File: src/hdl/binomial_blur_3x3_assert.svh
// Assertion macros for the binomial_blur_3x3 block.
// Included by the top level; it depends on nothing else.
`ifndef BINOMIAL_BLUR_3X3_ASSERT_SVH
`define BINOMIAL_BLUR_3X3_ASSERT_SVH
`ifndef ASSERT_OFF
`define BB3_ASSERT(lbl, clk, rst_n, prop, msg) \
    lbl: assert property (@(posedge clk) disable iff (!rst_n) prop) else $error(msg);
`define BB3_ASSERT_NEXT(lbl, clk, rst_n, ante, cons, msg) \
    lbl: assert property (@(posedge clk) disable iff (!rst_n) (ante) |=> (cons)) \
        else $error(msg);
`else
`define BB3_ASSERT(lbl, clk, rst_n, prop, msg)
`define BB3_ASSERT_NEXT(lbl, clk, rst_n, ante, cons, msg)
`endif
`endif

File: src/hdl/bb3_pkg.sv
`timescale 1ns / 1ps
// Shared types and constants for the 3x3 binomial blur.
// Used by every module of the block; depends on nothing.
package bb3_pkg;

    localparam int CHANNEL_BITS  = 16;
    localparam int MAX_WIDTH_DEF = 2048;
    localparam int FIFO_DEPTH    = 8;
    localparam int RGB_BITS      = 3 * CHANNEL_BITS;

    localparam int CFG_BITS     = 12;
    localparam int CFG_IDX_BITS = 1;
    localparam logic [CFG_IDX_BITS-1:0] REG_FRAME_WIDTH  = 1'd0;
    localparam logic [CFG_IDX_BITS-1:0] REG_FRAME_HEIGHT = 1'd1;
    localparam logic [CFG_BITS-1:0] FRAME_WIDTH_RST  = 12'd640;
    localparam logic [CFG_BITS-1:0] FRAME_HEIGHT_RST = 12'd480;

    localparam int COL_TAG_BITS = 11;
    localparam int ROW_BITS     = 12;

    localparam int SUM_BITS   = CHANNEL_BITS + 6;
    localparam int X_BITS     = SUM_BITS - 1;
    localparam int DIV_SHIFT  = CHANNEL_BITS + 7;
    localparam int MULT_BITS  = DIV_SHIFT - 2;
    localparam int PROD_BITS  = X_BITS + MULT_BITS;
    localparam logic [MULT_BITS-1:0] DIV_MULT =
        MULT_BITS'(((64'd1 << DIV_SHIFT) + 64'd8) / 64'd9);
    localparam logic [SUM_BITS:0] ROUND_BIAS = (SUM_BITS + 1)'(18);

    typedef logic [CHANNEL_BITS-1:0] t_chan;
    typedef logic [SUM_BITS-1:0]     t_sum;
    typedef t_sum [2:0]              t_sum3;

    typedef struct packed {
        t_chan red;
        t_chan green;
        t_chan blue;
    } t_rgb;

    typedef struct packed {
        t_chan red_in;
        t_chan green_in;
        t_chan blue_in;
        logic  frame_start;
    } t_pix_in;

    typedef struct packed {
        t_chan                   red_out;
        t_chan                   green_out;
        t_chan                   blue_out;
        t_chan                   alpha_out;
        logic [COL_TAG_BITS-1:0] center_col;
        logic [ROW_BITS-1:0]     center_row;
        logic                    frame_last;
    } t_pix_out;

    typedef struct packed {
        logic [COL_TAG_BITS-1:0] center_col;
        logic [ROW_BITS-1:0]     center_row;
        logic                    frame_last;
    } t_tag;

endpackage

File: src/hdl/bb3_fifo.sv
`timescale 1ns / 1ps
// Small output queue of blurred pixels with a show-ahead read side.
// Depends on bb3_pkg.
module bb3_fifo #(
    parameter int DEPTH = bb3_pkg::FIFO_DEPTH
) (
    input  logic              i_clk,
    input  logic              i_rst_n,
    input  logic              i_push,
    input  bb3_pkg::t_pix_out i_data,
    output logic              o_valid,
    input  logic              i_ready,
    output bb3_pkg::t_pix_out o_data
);
    import bb3_pkg::*;

    localparam int AW = $clog2(DEPTH);
    localparam int CW = $clog2(DEPTH + 1);

    t_pix_out        r_mem [DEPTH];
    logic [AW-1:0]   r_wr_ptr;
    logic [AW-1:0]   r_rd_ptr;
    logic [CW-1:0]   r_count;
    logic            pop;

    assign o_valid = (r_count != '0);
    assign o_data  = r_mem[r_rd_ptr];
    assign pop     = o_valid && i_ready;

    always_ff @(posedge i_clk) begin
        if (!i_rst_n) begin
            r_wr_ptr <= '0;
            r_rd_ptr <= '0;
            r_count  <= '0;
        end else begin
            if (i_push) begin
                r_wr_ptr <= (r_wr_ptr == AW'(DEPTH - 1)) ? '0 : r_wr_ptr + AW'(1);
            end
            if (pop) begin
                r_rd_ptr <= (r_rd_ptr == AW'(DEPTH - 1)) ? '0 : r_rd_ptr + AW'(1);
            end
            r_count <= r_count + CW'(i_push) - CW'(pop);
        end
        if (i_push) begin
            r_mem[r_wr_ptr] <= i_data;
        end
    end

endmodule

File: config.mk
export PLATFORM = sky130hd
export DESIGN_NAME = bb3_fifo
export DESIGN_NICKNAME = d
export VERILOG_FILES = /design/src/hdl/binomial_blur_3x3_assert.svh /design/src/hdl/bb3_pkg.sv /design/src/hdl/bb3_fifo.sv
export SDC_FILE = /design/constraint.sdc
export NUM_CORES = 1
export LEC_CHECK = 0
export BUFFER_PORTS_ARGS = -buffer_cell sky130_fd_sc_hd__buf_2
export CAP_MARGIN = 20
export CORE_MARGIN = 10
export CORE_UTILIZATION = 54
export CTS_CLUSTER_DIAMETER = 40
export DETAILED_ROUTE_END_ITERATION = 6
export PLACE_DENSITY = 0.81
export SYNTH_ARGS = -nofsm -noshare
export SYNTH_HDL_FRONTEND = slang
export SYNTH_SLANG_ARGS = --single-unit
File: constraint.sdc
create_clock -name i_clk -period 8.64 [get_ports i_clk]
set_input_delay 1.728 -clock i_clk [delete_from_list [all_inputs] [get_ports i_clk]]
set_output_delay 1.728 -clock i_clk [all_outputs]
set_load 0.02 [all_outputs]
; ---- Word level (Yosys, flattened, before mapping)
; Memory sizes are Yosys's and may differ from the RTL's. A register that Yosys moved wholly into a read port is not among the register bits.
; Index checks and enable logic that the tools add are counted.
[totals]
reg_bits = 10
ram_bits = 704
inputBits = 92
out_inout_bits = 89
elab_cells = 18
memories = 1
[op_classes]
add_sub_neg = 4
eq_ne = 2
mux = 6
n_reduce_logical = 2
[mem_list]
columns = memory, words, width, read_ports, rd_clocked_by_memory_dff, wr, line
row1 = r_mem, 8, 88, 1, 1, 1, bb3_fifo.sv:20  ; t_pix_out r_mem [DEPTH];
[ops]
columns = operator, count
row1 = two-way mux 3 bit, 4
row2 = "adder 3 x 1 -> 3 bit, second input constant", 2
row3 = "equality test 3 bit, second input constant", 2
row4 = adder 4 x 1 -> 4 bit, 1
row5 = nonzero test 4 bit, 1
row6 = subtractor 4 x 1 -> 4 bit, 1
row7 = two-way mux 1 bit, 2
row8 = logical AND 1 bit, 1

; ---- Logic depth before layout (Yosys ltp)
; Gate-level depths: netlist (run 1).
[depth]
ltp_word = 4
depth_mapped = 9
mapped_depth_nobuf = 9

; ---- Worst setup path after synthesis (run 1)
; Ideal clock, no wire load.
[synth_timing]
kind = input port to flip-flop
from = in i_push
to = mem r_mem[0][0] (netlist bit) (enable)
setup_ps = 643
arrival_ps = 7781
t_required_ps = 7997
setup_slack_ps = 216
path_stages = 2
cell_sequence = nand2b_1 -> nor3_1
[synth_between]
elab_chain_len = 2
[synth_lines]
columns = element, line
row1 = from (decl), bb3_fifo.sv:9  ; input logic i_push,
row2 = two-way mux 1 bit, bb3_fifo.sv:44  ; if (i_push) begin
row3 = two-way mux 1 bit (implied by the code), bb3_fifo.sv:45  ; r_mem[r_wr_ptr] <= i_data;
row4 = to (decl), bb3_fifo.sv:20
; Every way passes these cells.

==> flow_summary.json, run 1 <==
{
  "hold_class": "reg2reg",
  "cp_cell_sequence": "buf_4 -> mux4_2 -> mux2_2 -> buf_2",
  "firstDrtPassIters": 4,
  "place_congestion": 0.698,
  "clk_pin_slew_worst_paths_ns": 0.06,
  "crit_arrival_ns": 3.33,
  "min_period_over_period_pct": 58.6,
  "start_kind": "register",
  "ant_nets": 0,
  "clock_tree.buffer_depth": 3,
  "routed_wl_um": 53800,
  "slew_viol_final": 0,
  "postCtsSetupRepairBufs": 0,
  "synth.area.top_cells": "edfxtp_1 (78%), mux4_2 (15%), mux2_2 (3.7%), dfxtp_1 (0.96%), buf_6 (0.66%)",
  "die_w_um": 244,
  "ys.flop_type": "edfxtp_1",
  "start_util_pct": 54.3,
  "fin_area_um2": 31700,
  "irDropWorstVdd_mv": 0.269,
  "grt_pass1_wl_um": 81700,
  "synthDistinctLibCells": 25,
  "final_common_cell": "edfxtp_1",
  "clk_latency_ns": 0.62,
  "async_flop_share_pct": 0,
  "io_pins": 181,
  "setup_violations": 0,
  "synthCells": 1092,
  "placed_area_um2": 28800,
  "nets": 1427,
  "cts_tree": "yes",
  "antenna_found_initial": 7,
  "synth_top_area_share_pct": 78.0,
  "grt_pass1_vias": 12946,
  "drt_iter0_drc": 989,
  "cp_slowest_stage_delay_ns": 0.82,
  "drive_gt1_share_pct": 43.8,
  "power-per-cell-area_nw_per_um2": 277,
  "synth-seq-area-share_pct": 79.0,
  "grt_overflow": 0,
  "p_leak_nw": 10.2,
  "route.vias.total": 12003,
  "die_y_um": 244,
  "htreeDepth": 3,
  "finalWorstPathRequiredPeriod_ns": 5.06,
  "relSlewSlack_pct": 28.2,
  "clock-root-buffer": "clkbuf_16",
  "syn_to_final_growth_pct": 16.8,
  "avgRoutedWirePerCell_um": 26.0,
  "rsz0062_at_grt": "false",
  "vias_per_cell": 5.80,
  "final-hold-violation-count": 0,
  "drcViolationCount": 0,
  "finalSetupTns_ns": 0,
  "cts_buffers": 82,
  "synth.largest_area_cell": "edfxtp_1",
  "status": "finished, final reports clean",
  "synth-seq-cells": 717,
  "worstSetupEndpointType": "output port",
  "max_freq_ghz": 0.198,
  "worst-slew-pin-transition_ns": 1.08,
  "ctsHoldBuffers": 0,
  "critPathMaxFanout": 46,
  "synth_area_per_cell_um2": 24.8,
  "syn_area_um2": 27100,
  "numPortBuffers": 180,
  "cts_sinks": 717,
  "design.die.area_um2": 59500,
  "grt_max_degree": 99,
  "reg2reg_slack_ns": 5.91,
  "dp_hpwl_um": 28100,
  "synth-edff-count": 704,
  "cp_slowest_cell": "buf_4",
  "final_cell_mix": "edfxtp_1 (704), buf_2 (180), mux4_2 (176)",
  "critPathKind": "reg2out",
  "crit_required_ns": 6.91,
  "ys.warnings.count": 0,
  "fp.coreArea_um2": 49900,
  "synth_nets": 1193,
  "rows": 82,
  "gr-usage-all-layers_pct": 18.2,
  "cap_violations": 0,
  "skew_ns": 0.0192,
  "cts_resized": 0
}
## area by class of cell
class                   count  area, µm²
flip-flops and latches    717      21400
clock buffers              99       2180
repair buffers            201       1070
diodes                      4       10.0
inverters                   4       15.0
fillers                  3201      18200
clock inverters            51        709
well taps                 672        841
multi-input cells         320       5420
## logic make-up (layout without fill, tap and decap cells)
group / after synthesis / after routing / synth area share [%]
adder cells (fa/ha/maj): 9 / 9 / 0.443
AO/OA/AOI/OAI: 3 / 3 / 0.0693
buffers and inverters: 55 / 355 / 1.24
AND/OR/NAND/NOR: 33 / 33 / 0.591
other: 0 / 4 / 0
flip-flops: 717 / 717 / 79.0
multiplexers: 274 / 274 / 18.7
XOR/XNOR: 1 / 1 / 0.0323
## report_power, final
part	internal [mW]	leakage, nW	switching [mW]
registers	3.91	6.50	0.0757
logic	0.541	2.26	0.629
clock network	2.22	1.39	1.38
## stage by stage
stage / instances / total power, mW / setup slack [ns] / util [%] / hold slack, ns
2_1_floorplan: 1092 / 4.90 / 0.216 / - / 0.464
3_3_place_gp: 1914 / 5.23 / 4.14 / 57.7 / 0.472
3_5_place_dp: 1914 / 5.25 / 4.11 / 57.7 / 0.498
4_1_cts: 2064 / 8.86 / 3.44 / 63.5 / 0.508
5_1_grt: 2065 / 9.08 / 3.29 / 63.5 / 0.538
6_report: 2068 / 8.76 / 3.58 / 63.5 / 0.509
## registers in the layout (all words and copies together) (netlist names), named ones only
signal and cells:
r_mem 704, r_count 4, r_rd_ptr 3, r_wr_ptr 3
## cells in the mapped netlist, drive strengths merged (2+ instances only)
| cell | count |
|---|---|
| dfxtp | 13 |
| inv | 4 |
| mux2i | 10 |
| nand2b | 3 |
| buf | 39 |
| nor3 | 2 |
| nand2 | 11 |
| edfxtp | 704 |
| mux4 | 176 |
| ha | 8 |
| nor2 | 8 |
| nor2b | 2 |
| clkbuf | 12 |
| mux2 | 88 |
| and2 | 4 |
## critical path: cells and delay by family (launching register included)
kind                   cells  cell delay (ns)
buffers and inverters      2             0.98
flip-flops                 1             0.81
multiplexers               2             0.90
## routing by layer
| layer | GRT usage, % | wire length, µm | part of all wire [%] | vias up |
|---|---|---|---|---|
| met5 | 0 | 46 | 0.085 | - |
| met4 | 5.99 | 1110 | 2.1 | 8 |
| met3 | 4.14 | 3240 | 6.0 | 77 |
| met2 | 30.8 | 28000 | 52 | 395 |
| met1 | 23.1 | 21400 | 40 | 6368 |
| li1 | - | - | - | 5155 |
## final timing paths
kind                            startpoint                        to  cells after the start
setup / recovery                  register                o_data[56]                      4
hold / removal    r_rd_ptr[2]$_SDFFE_PN0P_  r_rd_ptr[2]$_SDFFE_PN0P_                      2
setup reg to reg  r_wr_ptr[2]$_SDFFE_PN0P_    r_mem[0][12]$_DFFE_PP_                      4
hold reg to reg   r_rd_ptr[2]$_SDFFE_PN0P_  r_rd_ptr[2]$_SDFFE_PN0P_                      2
No activity file was read; power rests on OpenSTA's default activity.
==> run 2: changes to the inputs <==
Clock period 8.64 ns to 4.1 ns, I/O delays scaled along.
==> run 2 against run 1 <==
Effect of this change:
- sequential power up 110%
- sequential share of layout area decreased by 0.53 points
- worst hold slack got worse by 0.054 ns
- utilization grew 0.50 points
- die area is the same
- final cell count increased by 0.87%
- critical path depth grew 1
- design area up 0.79%
- combinational power up 120%
- flip-flop and latch count stayed put
- worst setup slack got worse by 3.1 ns
- critical endpoint is now o_data[61]
==> flow_summary.json, run 2 (same netlist as run 1, synthesis figures left out) <==
{
  "status": "finished, final reports clean",
  "final_cell_mix": "edfxtp_1 (704), buf_2 (180), mux4_2 (176)",
  "internal_power_mw": 14.2,
  "cts_resized": 0,
  "min_period_over_period_pct": 87.6,
  "cp_top_family": "buffers and inverters",
  "drive_gt1_share_pct": 44.5,
  "grt_pass1_wl_um": 82800,
  "reg2reg_slack_ns": 1.51,
  "start_kind": "register",
  "grt_max_degree": 89,
  "max_freq_ghz": 0.279,
  "route.vias.total": 12158,
  "pwr-share-seq_pct": 44.6,
  "drt_iter0_drc": 1019,
  "crit_required_ns": 3.28,
  "worst-slew-pin-transition_ns": 0.946,
  "crit_arrival_ns": 2.77,
  "wl_met1_um": 21800,
  "largest_reg_flops": 704,
  "crit_buf_inv": 3,
  "slew_viol_final": 0,
  "htreeDepth": 3,
  "relSlewSlack_pct": 37.0,
  "cts_buffers": 88,
  "place_congestion": 0.716,
  "rsz0062_at_grt": "false",
  "die_w_um": 244,
  "fin_area_um2": 31900,
  "grt_overflow": 0,
  "postCtsSetupRepairBufs": 0,
  "clock-root-buffer": "clkbuf_16",
  "setup_slack_ns": 0.509,
  "cp_cell_sequence": "buf_12 -> buf_4 -> mux4_2 -> mux2_2 -> buf_2",
  "setup_violations": 0,
  "ctsHoldBuffers": 0,
  "final-hold-violation-count": 0,
  "gr-usage-all-layers_pct": 18.5,
  "grt_pass1_vias": 13270,
  "power_frac_comb_pct": 13.9,
  "dp_hpwl_um": 28200,
  "clk_pin_slew_worst_paths_ns": 0.06,
  "critPathMaxFanout": 45,
  "syn_to_final_growth_pct": 17.7,
  "nets": 1440,
  "hold_class": "in2reg",
  "switching_share_pct": 24.0,
  "p_leak_nw": 10.3,
  "design.die.area_um2": 59500,
  "final_util_pct": 64.0,
  "vias_per_cell": 5.83,
  "rows": 82,
  "power_switching_mw": 4.47,
  "clock_tree.buffer_depth": 3,
  "firstDrtPassIters": 5,
  "worstSetupEndpointType": "output port",
  "regMostFlops": "r_mem",
  "placed_area_um2": 28900,
  "final_common_cell": "edfxtp_1",
  "start_util_pct": 54.3,
  "cp_slowest_cell": "mux4_2",
  "drcViolationCount": 0,
  "cts_tree": "yes",
  "wl_met2_um": 28000,
  "cap_violations": 0,
  "numPortBuffers": 180,
  "clk_latency_ns": 0.63,
  "critPathKind": "reg2out",
  "finalWorstPathRequiredPeriod_ns": 3.59,
  "hold_ws_ns": 0.456,
  "irDropWorstVdd_mv": 0.402,
  "die_y_um": 244,
  "pwr-share-clk_pct": 41.5,
  "cp_slowest_stage_delay_ns": 0.56,
  "fp.coreArea_um2": 49900,
  "io_pins": 181,
  "wl_met3_um": 2940,
  "dr.max_layer_used": "met5",
  "ant_nets": 0,
  "routed_wl_um": 54100,
  "avgRoutedWirePerCell_um": 25.9,
  "power-per-cell-area_nw_per_um2": 585,
  "pre_cts_ws_ns": 1.10,
  "skew_ns": 0.0303,
  "antenna_found_initial": 6,
  "largestRegisters": "r_mem (704), r_count (4)",
  "cts_sinks": 717
}
==> run 2: cell types whose count changed in the layout (fill, tap and decap cells not counted), sizes merged <==
| cell | before | now |
|---|---|---|
| clkinv | 19 | 36 |
| buf | 201 | 208 |
| inv | 18 | 14 |
| bufinv | 13 | 10 |
| clkbuf | 99 | 102 |
| diode | 4 | 2 |
==> run 2: routing by layer <==
metal	global-route usage, %	vias to the layer above
li1	-	5185
met1	23.6	6487
met2	30.9	364
met3	4.37	110
met4	6.10	12
met5	0	-
==> run 2: layout make-up <==
class,instances,area (µm²)
repair buffers,208,1200
inverters,4,15.0
multi-input cells,320,5430
well taps,672,841
clock buffers,102,2340
clock inverters,61,662
fillers,3160,18000
diodes,2,5.00
flip-flops and latches,717,21400
==> run 2: final timing paths <==
path,start,end,depth (start not counted)
max reg2reg,r_count[2]$_SDFF_PN0_,r_count[2]$_SDFF_PN0_,9
max,register,o_data[61],5
min reg2reg,r_rd_ptr[1]$_SDFFE_PN0P_,r_rd_ptr[1]$_SDFFE_PN0P_,2
min,i_data[33],r_mem[5][33]$_DFFE_PP_,1
==> run 2: worst reg2reg max path: cells and delay by family, from the launching register on <==
kind / cells / cell delay [ns]
buf+inv: 1 / 0.07
xor+xnor: 1 / 0.17
mux: 1 / 0.15
flops: 1 / 0.30
simple gates: 3 / 1.00
fa+ha+maj: 3 / 0.80
==> run 2: power by group through the flow <==
stage | sequential, mW | combinational (mW) | clock, mW
after floorplan | 8.44 | 1.88 | 0
after global placement | 8.47 | 2.57 | 0
after detailed placement | 8.48 | 2.61 | 0
after CTS | 8.33 | 2.64 | 7.89
after global routing | 8.34 | 2.78 | 8.19
final | 8.33 | 2.59 | 7.75
==> run 2: metrics by stage <==
step	setup TNS (ns)	power, mW	cells
after detailed placement	0	11.1	1921
after CTS	0	18.9	2084
final	0	18.7	2086
after global placement	0	11.0	1921
after floorplan	-588.48	10.3	1092
after global routing	0	19.3	2084
==> run 3: changes to the inputs <==
Settings changed: ABC_AREA set to 1, CORE_UTILIZATION 54 to 55, CTS_CLUSTER_DIAMETER 40 to 60, PLACE_DENSITY 0.81 to 0.82.
==> run 3 against run 2 <==
Effect of this change:
- worst hold slack better by 0.018 ns
- clock power is 17% lower
- highest routed layer unchanged
- largest power group unchanged
- via count increased by 71%
==> flow_summary.json, run 3 <==
{
  "status": "finished, final reports clean",
  "cts_sinks": 717,
  "final_common_cell": "nand2_1",
  "critPathMostFrequentCell": "nand2_1",
  "internal_power_mw": 13.5,
  "busiest_layer": "met2",
  "largestRegisters": "r_mem (704), r_count (4)",
  "cp_top_family": "buffers and inverters",
  "worst-slew-pin-transition_ns": 1.03,
  "avgRoutedWirePerCell_um": 16.8,
  "cts_buffers": 73,
  "route.vias.total": 20746,
  "multi_input_area_um2": 6470,
  "die_y_um": 258,
  "relSlewSlack_pct": 31.3,
  "firstDrtPassIters": 6,
  "max_freq_ghz": 0.287,
  "pwr-share-seq_pct": 42.1,
  "placed_area_um2": 32900,
  "grt_overflow": 0,
  "final-hold-violation-count": 0,
  "grt_pass1_vias": 20211,
  "use_met1_pct": 25.5,
  "grt_max_degree": 209,
  "hold_class": "in2reg",
  "grt_pass1_wl_um": 107000,
  "cts_tree": "yes",
  "drcViolationCount": 0,
  "largest_reg_flops": 704,
  "rows": 87,
  "synth.area.top_cells": "edfxtp_1 (68%), nand2_1 (14%), inv_1 (8.7%), nand3_1 (5.8%), buf_2 (1.7%)",
  "crit_required_ns": 3.28,
  "power-per-cell-area_nw_per_um2": 566,
  "final_cell_mix": "nand2_1 (1162), inv_1 (719), edfxtp_1 (704)",
  "rsz0062_at_grt": "false",
  "fin_area_um2": 35200,
  "area.sequential_um2": 21400,
  "clk_pin_slew_worst_paths_ns": 0.06,
  "synthCells": 3135,
  "critPathKind": "reg2out",
  "postCtsSetupRepairBufs": 0,
  "clock-root-buffer": "clkbuf_16",
  "power_switching_mw": 6.40,
  "crit_buf_inv": 2,
  "pwr-share-clk_pct": 32.4,
  "worstSetupEndpointType": "output port",
  "skew_ns": 0.0148,
  "synth_nets": 3236,
  "synth-edff-count": 704,
  "cp_slowest_cell": "buf_4",
  "p_leak_nw": 16.3,
  "finalSetupTns_ns": 0,
  "clk_latency_ns": 0.61,
  "ys.flop_type": "edfxtp_1",
  "cp_cell_sequence": "buf_4 -> nand2_1 -> nand2_1 -> buf_2",
  "clock_tree.buffer_depth": 3,
  "ant_nets": 0,
  "numPortBuffers": 180,
  "routed_wl_um": 69000,
  "async_flop_share_pct": 0,
  "cap_violations": 0,
  "antenna_found_initial": 12,
  "gr-usage-all-layers_pct": 20.4,
  "power_frac_comb_pct": 25.5,
  "synth-seq-cells": 717,
  "start_util_pct": 55.4,
  "synth_area_per_cell_um2": 9.94,
  "synth.largest_area_cell": "edfxtp_1",
  "regMostFlops": "r_mem",
  "syn_area_um2": 31200,
  "ys.warnings.count": 0,
  "cts_resized": 0,
  "synth_top_area_share_pct": 67.8,
  "switching_share_pct": 32.1,
  "slew_viol_final": 0,
  "irDropWorstVdd_mv": 0.423,
  "synthDistinctLibCells": 17,
  "start_kind": "register",
  "die_w_um": 258,
  "crit_arrival_ns": 2.67,
  "fillers": 4106,
  "design.die.area_um2": 66600,
  "met2_usage_pct": 34.6,
  "critPathMaxFanout": 60,
  "io_pins": 181,
  "synth-seq-area-share_pct": 68.6,
  "synth_common_cells": "nand2_1 (1162), inv_1 (719), edfxtp_1 (704), nand3_1 (359), buf_2 (106)",
  "yosysMostFrequentCell": "nand2_1",
  "vias_per_cell": 5.06,
  "grt_use_met3_pct": 4.53,
  "min_period_over_period_pct": 85.1,
  "syn_to_final_growth_pct": 13.0,
  "ctsHoldBuffers": 0,
  "htreeDepth": 3,
  "fp.coreArea_um2": 56300,
  "drive_gt1_share_pct": 9.75,
  "setup_violations": 0,
  "finalWorstPathRequiredPeriod_ns": 3.49,
  "total_power_mw": 19.9,
  "drt_iter0_drc": 1839,
  "place_congestion": 0.750,
  "cp_slowest_stage_delay_ns": 0.83,
  "nets": 3384,
  "dp_hpwl_um": 36400
}
[run 3: final timing paths]
kind,start,endpoint,slack [ns],depth (start not counted)
worst max-delay path,register,o_data[38],0.61,4
worst min-delay path,i_data[48],r_mem[1][48]$_DFFE_PP_,0.47,1
worst max register to register,r_count[2]$_SDFF_PN0_,r_count[2]$_SDFF_PN0_,2.01,9
worst min register to register,r_wr_ptr[0]$_SDFFE_PN0P_,r_wr_ptr[0]$_SDFFE_PN0P_,0.50,2
[run 3: area by class of cell]
class                           count  area share [%]
Inverter                          722            7.74
Sequential cell                   717            60.8
Timing Repair Buffer              210            3.77
Antenna cell                        4          0.0284
Clock inverter                     42           0.998
Multi-Input combinational cell   1559            18.4
Clock buffer                       92            5.63
Tap cell                          756            2.69
[run 3: power by group through the flow]
stage / combinational (mW) / sequential [mW] / clock (mW)
floorplan: 3.48 / 8.49 / 0
global placement: 4.99 / 8.52 / 0
detailed placement: 5.10 / 8.53 / 0
CTS: 5.13 / 8.38 / 6.54
global route: 5.65 / 8.39 / 6.85
finish: 5.09 / 8.38 / 6.46
[run 3: cell families (layout without fill, tap and decap cells)]
kind of cell / Yosys count / count (layout) / synth area share (%)
other: 0 / 4 / 0
buffers and inverters: 859 / 1066 / 10.8
adder cells (fa/ha/maj): 9 / 9 / 0.385
XOR/XNOR: 1 / 1 / 0.0281
AND/OR/NAND/NOR: 1540 / 1540 / 20.0
AO/OA/AOI/OAI: 9 / 9 / 0.144
flip-flops: 717 / 717 / 68.6
[run 3: metrics by stage]
step	util, %	hold slack [ns]	cells	worst slack [ns]
final	62.6	0.474	4102	0.613
after global routing	62.6	0.469	4100	0.476
after CTS	62.6	0.434	4098	0.616
after detailed placement	58.4	0.485	3964	1.28
after global placement	58.4	0.483	3964	1.31
after floorplan	-	0.463	3135	-1.05
[run 3: routing by layer]
layer  vias up  wire [µm]
li1      10043          -
met1      9757      27400
met2       815      34200
met3       115       6140
met4        16       1230
met5         -         91
[run 3: worst reg2reg max path, delay by kind of cell, from the launching register on]
family | cells | cell delay (ns)
adders and majority gates | 3 | 0.79
and+or+nand+nor | 3 | 0.52
DFF | 1 | 0.30
xor gates and xnor gates | 1 | 0.18
AOI/OAI and AO/OA | 1 | 0.12
buffers and inverters | 1 | 0.08
